### src/hw/rtl/tsr_pkg.sv
// Shared types, codes and helper functions for the tile and sprite pixel renderer.
package tsr_pkg;

   // Request kinds carried on req_tuser.
   localparam logic [1:0] REQ_VRAM_WR   = 2'd0;
   localparam logic [1:0] REQ_SPRITE_WR = 2'd1;
   localparam logic [1:0] REQ_RENDER    = 2'd2;

   // Pixel source codes carried on rsp_tuser.
   localparam logic [1:0] SRC_OFF    = 2'd0;
   localparam logic [1:0] SRC_BG     = 2'd1;
   localparam logic [1:0] SRC_WINDOW = 2'd2;
   localparam logic [1:0] SRC_SPRITE = 2'd3;

   // Configuration register indexes.
   localparam logic [2:0] REG_LCDC  = 3'd0;
   localparam logic [2:0] REG_SCY   = 3'd1;
   localparam logic [2:0] REG_SCX   = 3'd2;
   localparam logic [2:0] REG_WY    = 3'd3;
   localparam logic [2:0] REG_WX    = 3'd4;
   localparam logic [2:0] REG_BGP   = 3'd5;
   localparam logic [2:0] REG_OBP0  = 3'd6;
   localparam logic [2:0] REG_OBP1  = 3'd7;

   // Register reset values.
   localparam logic [7:0] LCDC_RESET = 8'h91;
   localparam logic [7:0] BGP_RESET  = 8'hFC;
   localparam logic [7:0] OBP_RESET  = 8'hFF;

   // Window visibility limits.
   localparam logic [7:0] WY_LIMIT = 8'd143;
   localparam logic [7:0] WX_LIMIT = 8'd166;

   // Sprite attribute table size in bytes.
   localparam logic [7:0] TABLE_BYTES = 8'd160;

   // One sprite's scan record, loaded from its cell and shifted along the chain.
   typedef struct packed {
      logic        hit;
      logic [11:0] line;
      logic [2:0]  col;
      logic        pal;
      logic        prio;
   } scan_rec_type;

   // Shade taken from a palette by a 2-bit raw value.
   function automatic logic [1:0] pal_shade(input logic [7:0] pal, input logic [1:0] raw);
      logic [1:0] s;
      case (raw)
         2'd0:    s = pal[1:0];
         2'd1:    s = pal[3:2];
         2'd2:    s = pal[5:4];
         default: s = pal[7:6];
      endcase
      return s;
   endfunction

   // Grey level for a shade, white at zero.
   function automatic logic [23:0] shade_rgb(input logic [1:0] shade);
      logic [23:0] c;
      case (shade)
         2'd0:    c = 24'hFFFFFF;
         2'd1:    c = 24'hAAAAAA;
         2'd2:    c = 24'h555555;
         default: c = 24'h000000;
      endcase
      return c;
   endfunction

endpackage

### src/hw/rtl/tsr_sprite_cell.sv
// One sprite cell: holds four attribute bytes and one stage of the scan chain.
module tsr_sprite_cell (
   input  logic                  clock,
   input  logic                  reset,
   input  logic                  attr_wr,
   input  logic [1:0]            attr_sel,
   input  logic [7:0]            attr_data,
   input  logic [7:0]            pixel_x,
   input  logic [7:0]            pixel_y,
   input  logic                  load,
   input  logic                  shift,
   input  tsr_pkg::scan_rec_type rec_next,
   output tsr_pkg::scan_rec_type rec
);

   logic [7:0] pos_y_ff, pos_x_ff, tile_ff, flags_ff;
   logic [9:0] dy, dx;
   logic [2:0] ty, tx;
   tsr_pkg::scan_rec_type rec_ff, rec_in;

   // Attribute bytes, written by sprite table beats.
   always_ff @(posedge clock) begin
      if (attr_wr) begin
         case (attr_sel)
            2'd0:    pos_y_ff <= attr_data;
            2'd1:    pos_x_ff <= attr_data;
            2'd2:    tile_ff  <= attr_data;
            default: flags_ff <= attr_data;
         endcase
      end
   end

   // Offset of the point inside the sprite; a hit leaves only the low three bits.
   assign dy = {2'b00, pixel_y} + 10'd16 - {2'b00, pos_y_ff};
   assign dx = {2'b00, pixel_x} + 10'd8 - {2'b00, pos_x_ff};
   assign ty = flags_ff[6] ? ~dy[2:0] : dy[2:0];
   assign tx = flags_ff[5] ? ~dx[2:0] : dx[2:0];

   // Load from own attributes, or take the neighbour's record.
   always_comb begin
      rec_in = rec_ff;
      if (load) begin
         rec_in.hit  = (dy[9:3] == 7'd0) && (dx[9:3] == 7'd0);
         rec_in.line = {tile_ff, ty, 1'b0};
         rec_in.col  = tx;
         rec_in.pal  = flags_ff[4];
         rec_in.prio = flags_ff[7];
      end else if (shift) begin
         rec_in = rec_next;
      end
   end

   always_ff @(posedge clock) begin
      if (reset) begin
         rec_ff <= '0;
      end else begin
         rec_ff <= rec_in;
      end
   end

   assign rec = rec_ff;

endmodule

### config.mk
export PLATFORM = sky130hd
export DESIGN_NAME = tsr_sprite_cell
export DESIGN_NICKNAME = d
export VERILOG_FILES = /design/src/hw/rtl/tsr_pkg.sv /design/src/hw/rtl/tsr_sprite_cell.sv
export SDC_FILE = /design/constraint.sdc
export NUM_CORES = 1
export LEC_CHECK = 0
export CAP_MARGIN = 40
export CORE_UTILIZATION = 60
export CTS_BUF_LIST = sky130_fd_sc_hd__clkbuf_2
export DETAILED_ROUTE_END_ITERATION = 6
export DONT_BUFFER_PORTS = 1
export PLACE_DENSITY = 0.75
export SLEW_MARGIN = 20
export SYNTH_ARGS = -nofsm -noshare
export SYNTH_HDL_FRONTEND = slang
export SYNTH_SLANG_ARGS = --single-unit
### constraint.sdc
create_clock -name clock -period 4.6 [get_ports clock]
set_input_delay 0.46 -clock clock [delete_from_list [all_inputs] [get_ports clock]]
set_output_delay 0.46 -clock clock [all_outputs]
set_load 0.005 [all_outputs]
==> metrics.txt <==
biggest area consumer among synthesized cells=edfxtp_1; total congestion overflow=0; vias in the first global route=approximately 1,800; worst vdd ir=between 0.0003 and 0.0004 V; clk_skew=0.00558 ns; RePlAce Congestion=~0.83; cell chain of the critical path=inv_1, ha_1, ha_1, inv_1, fa_1, nand2b_1, a21oi_2, mux2i_1, nor4_2, o2111ai_1, o31ai_2; CP top delay family=adder cells; Worst-Margin Slew=approximately 0.66 ns; Slew Viols, Final=0; drt drc=0; # setup viols final=0; status=finished clean; initial antenna violation count=0; die footprint=about 4800 um2; WS Path Type=reg2reg; row cnt=24; RSZ-0062 raised after global routing=false; Post-Route WL=~5000 um; DR pass1 iterations=4; DRT antenna net count=0; final worst-path cycle share=0.509; Ys Warns=0; nets=approximately 350; Fin Setup TNS=0 ns; Final min period=~2.3 ns; clock root cell=clkbuf_2; share of layout cells above drive strength 1=0.0566; Max Freq=around 430 MHz; HPWL Detailed=~3800 um; I/O pin cnt=67; Setup crit end kind=flip-flop; worst skew pair latency=approximately 0.40 ns; Power Density=between 300 and 400 nW/um2; DR vias/cell=about 5.8; Synth top area share=0.309; Required @ worst endpoint=slightly below 5 ns; Initial Util=0.624; relative max-transition margin=0.557; max cap viols=0; mapped cell area=approximately 2700 um2; Avg Inst Size Synth=10.3 um2; Hold WC Path Type=in2reg; endpoints failing hold=0; Slowest cell on crit path=fa_1; Bufs and invs on worst path=2; Sink Count=46; antenna fix cells=0; sequential area share after synthesis=0.442; initial DRC count=just under 70; CP Max Fanout=2; GRT Total Usage=0.218; pin count of the biggest net entering global routing=36; vias=1,836; cts hold-fix bufs=0; final core utilization=0.649; CTS tree=built; core box area=between 4000 and 5000 um2; Startpoint Class=flip-flop; Clock transition at path regs=between 0.2 and 0.25 ns; H-tree Lvls=2; crit path DAT=between 2 and 3 ns; LEAKAGE=roughly 1.2 nW; Chip Width=roughly 69 um; postcts setup bufs=0; Critical Path Max Stage Delay=around 0.38 ns; DR WL/cell=~16 um; most area-consuming cells after synthesis=edfxtp_1 (31%), ha_1 (14%), dfxtp_1 (13%), mux2i_1 (5.2%), inv_1 (5.0%); clk buf depth=2; Die Span Y=between 60 and 70 um; Post-Synthesis Cells=263; Area Growth Syn to Fin=3.96%; flip-flop and latch count after synthesis=46; Synth cell types=42; first-pass GRT wire length=roughly 8100 um; PortBufs=0; CTS Buf Count=5; # resized after CTS=0; synthesized net count=346
[cell usage in the layout, fill, tap and decap left out, types with 2 or more instances in the layout]
cell type / instances
nor2_1: 30
edfxtp_1: 28
buf_2: 2
nand2b_1: 3
dfxtp_1: 18
nor3_1: 4
nor3b_1: 2
nand4_1: 2
nand2_1: 2
xor2_1: 7
a21o_1: 3
inv_1: 36
nand3_1: 4
ha_1: 30
mux2i_1: 14
o21bai_1: 3
o21ai_0: 7
a21oi_1: 17
o22ai_1: 2
clkbuf_2: 6
fa_1: 4
a211oi_1: 12
xnor2_1: 3
nor2b_1: 7
[cells by family (layout without fill, tap and decap cells)]
logic type / Yosys count / in the layout / share of synthesized area
and+or+nand+nor: 59 / 59 / 0.107
muxes: 15 / 15 / 0.0557
buffers and inverters: 44 / 46 / 0.0626
DFF: 46 / 46 / 0.442
adders and majority gates: 34 / 34 / 0.168
xor gates and xnor gates: 10 / 10 / 0.0322
AOI/OAI and AO/OA: 55 / 55 / 0.133
[stage by stage]
step | setup slack [ns] | hold WS, ns | total power [mW] | std cells | instance area [um2]
finish | 2.26 | 0.0870 | 0.867 | 317 | 2830
global route | 2.03 | 0.0526 | 0.912 | 317 | 2830
CTS | 2.23 | 0.0669 | 0.873 | 317 | 2830
detailed placement | 2.18 | 0.471 | 0.655 | 309 | 2760
global placement | 2.21 | 0.462 | 0.651 | 307 | 2750
floorplan | 2.28 | 0.447 | 0.632 | 263 | 2720
[metal layers]
| layer | vias to the layer above | global-route usage | routed length [um] |
|---|---|---|---|
| met4 | 0 | 0.0726 | 38 |
| met3 | 5 | 0.0698 | 405 |
| li1 | 924 | - | - |
| met2 | 66 | 0.362 | 2320 |
| met5 | - | 0 | 0 |
| met1 | 841 | 0.268 | 2210 |
[power by group]
| group | leakage, nW | switching (mW) | internal [mW] |
|---|---|---|---|
| Clock | 0.0392 | 0.127 | 0.0940 |
| Sequential | 0.406 | 0.0124 | 0.462 |
| Combinational | 0.778 | 0.0908 | 0.0809 |
| Total | 1.22 | 0.230 | 0.637 |
[flip-flops by register name, summed over array words and instances (netlist names)]
name and count:
rec 18, pos_x_ff 8, pos_y_ff 8, tile_ff 8, flags_ff 4
[synth_stat cells (all sizes together)]
cell type / count
buf: 3
o211ai: 1
o41a: 1
inv: 36
o22ai: 2
o21a: 1
a21o: 3
a21boi: 1
mux2i: 14
nor2: 30
nand3: 4
nor2b: 7
o21bai: 3
and3b: 1
ha: 30
clkbuf: 5
nor3b: 2
xnor2: 3
nand2b: 3
mux2: 1
fa: 4
a211oi: 12
nor4: 2
o2111ai: 1
a21oi: 18
nor3: 4
xor2: 7
o31ai: 2
or3: 1
o31a: 1
and3: 1
dfxtp: 18
a31o: 1
nand4: 2
o21ai: 8
nand2: 2
edfxtp: 28
[final cells by class]
type	instances	area (um2)
clock buffers	6	30.0
clock inverters	2	37.5
fillers	367	1530
inverters	36	135
multi-input cells	173	1350
flip-flops and latches	46	1200
well taps	52	65.1
repair buffers	2	10.0
[final timing paths]
kind	start	endpoint	slack [ns]	depth (start not counted)
worst max-delay path	pos_x_ff[1]	rec[17]	2.26	11
worst max register to register	pos_x_ff[1]	rec[17]	2.26	11
worst min register to register	tile_ff[3]	rec[12]	0.52	2
worst min-delay path	reset	rec[6]	0.09	1
Power figures use the tool's default switching activity.
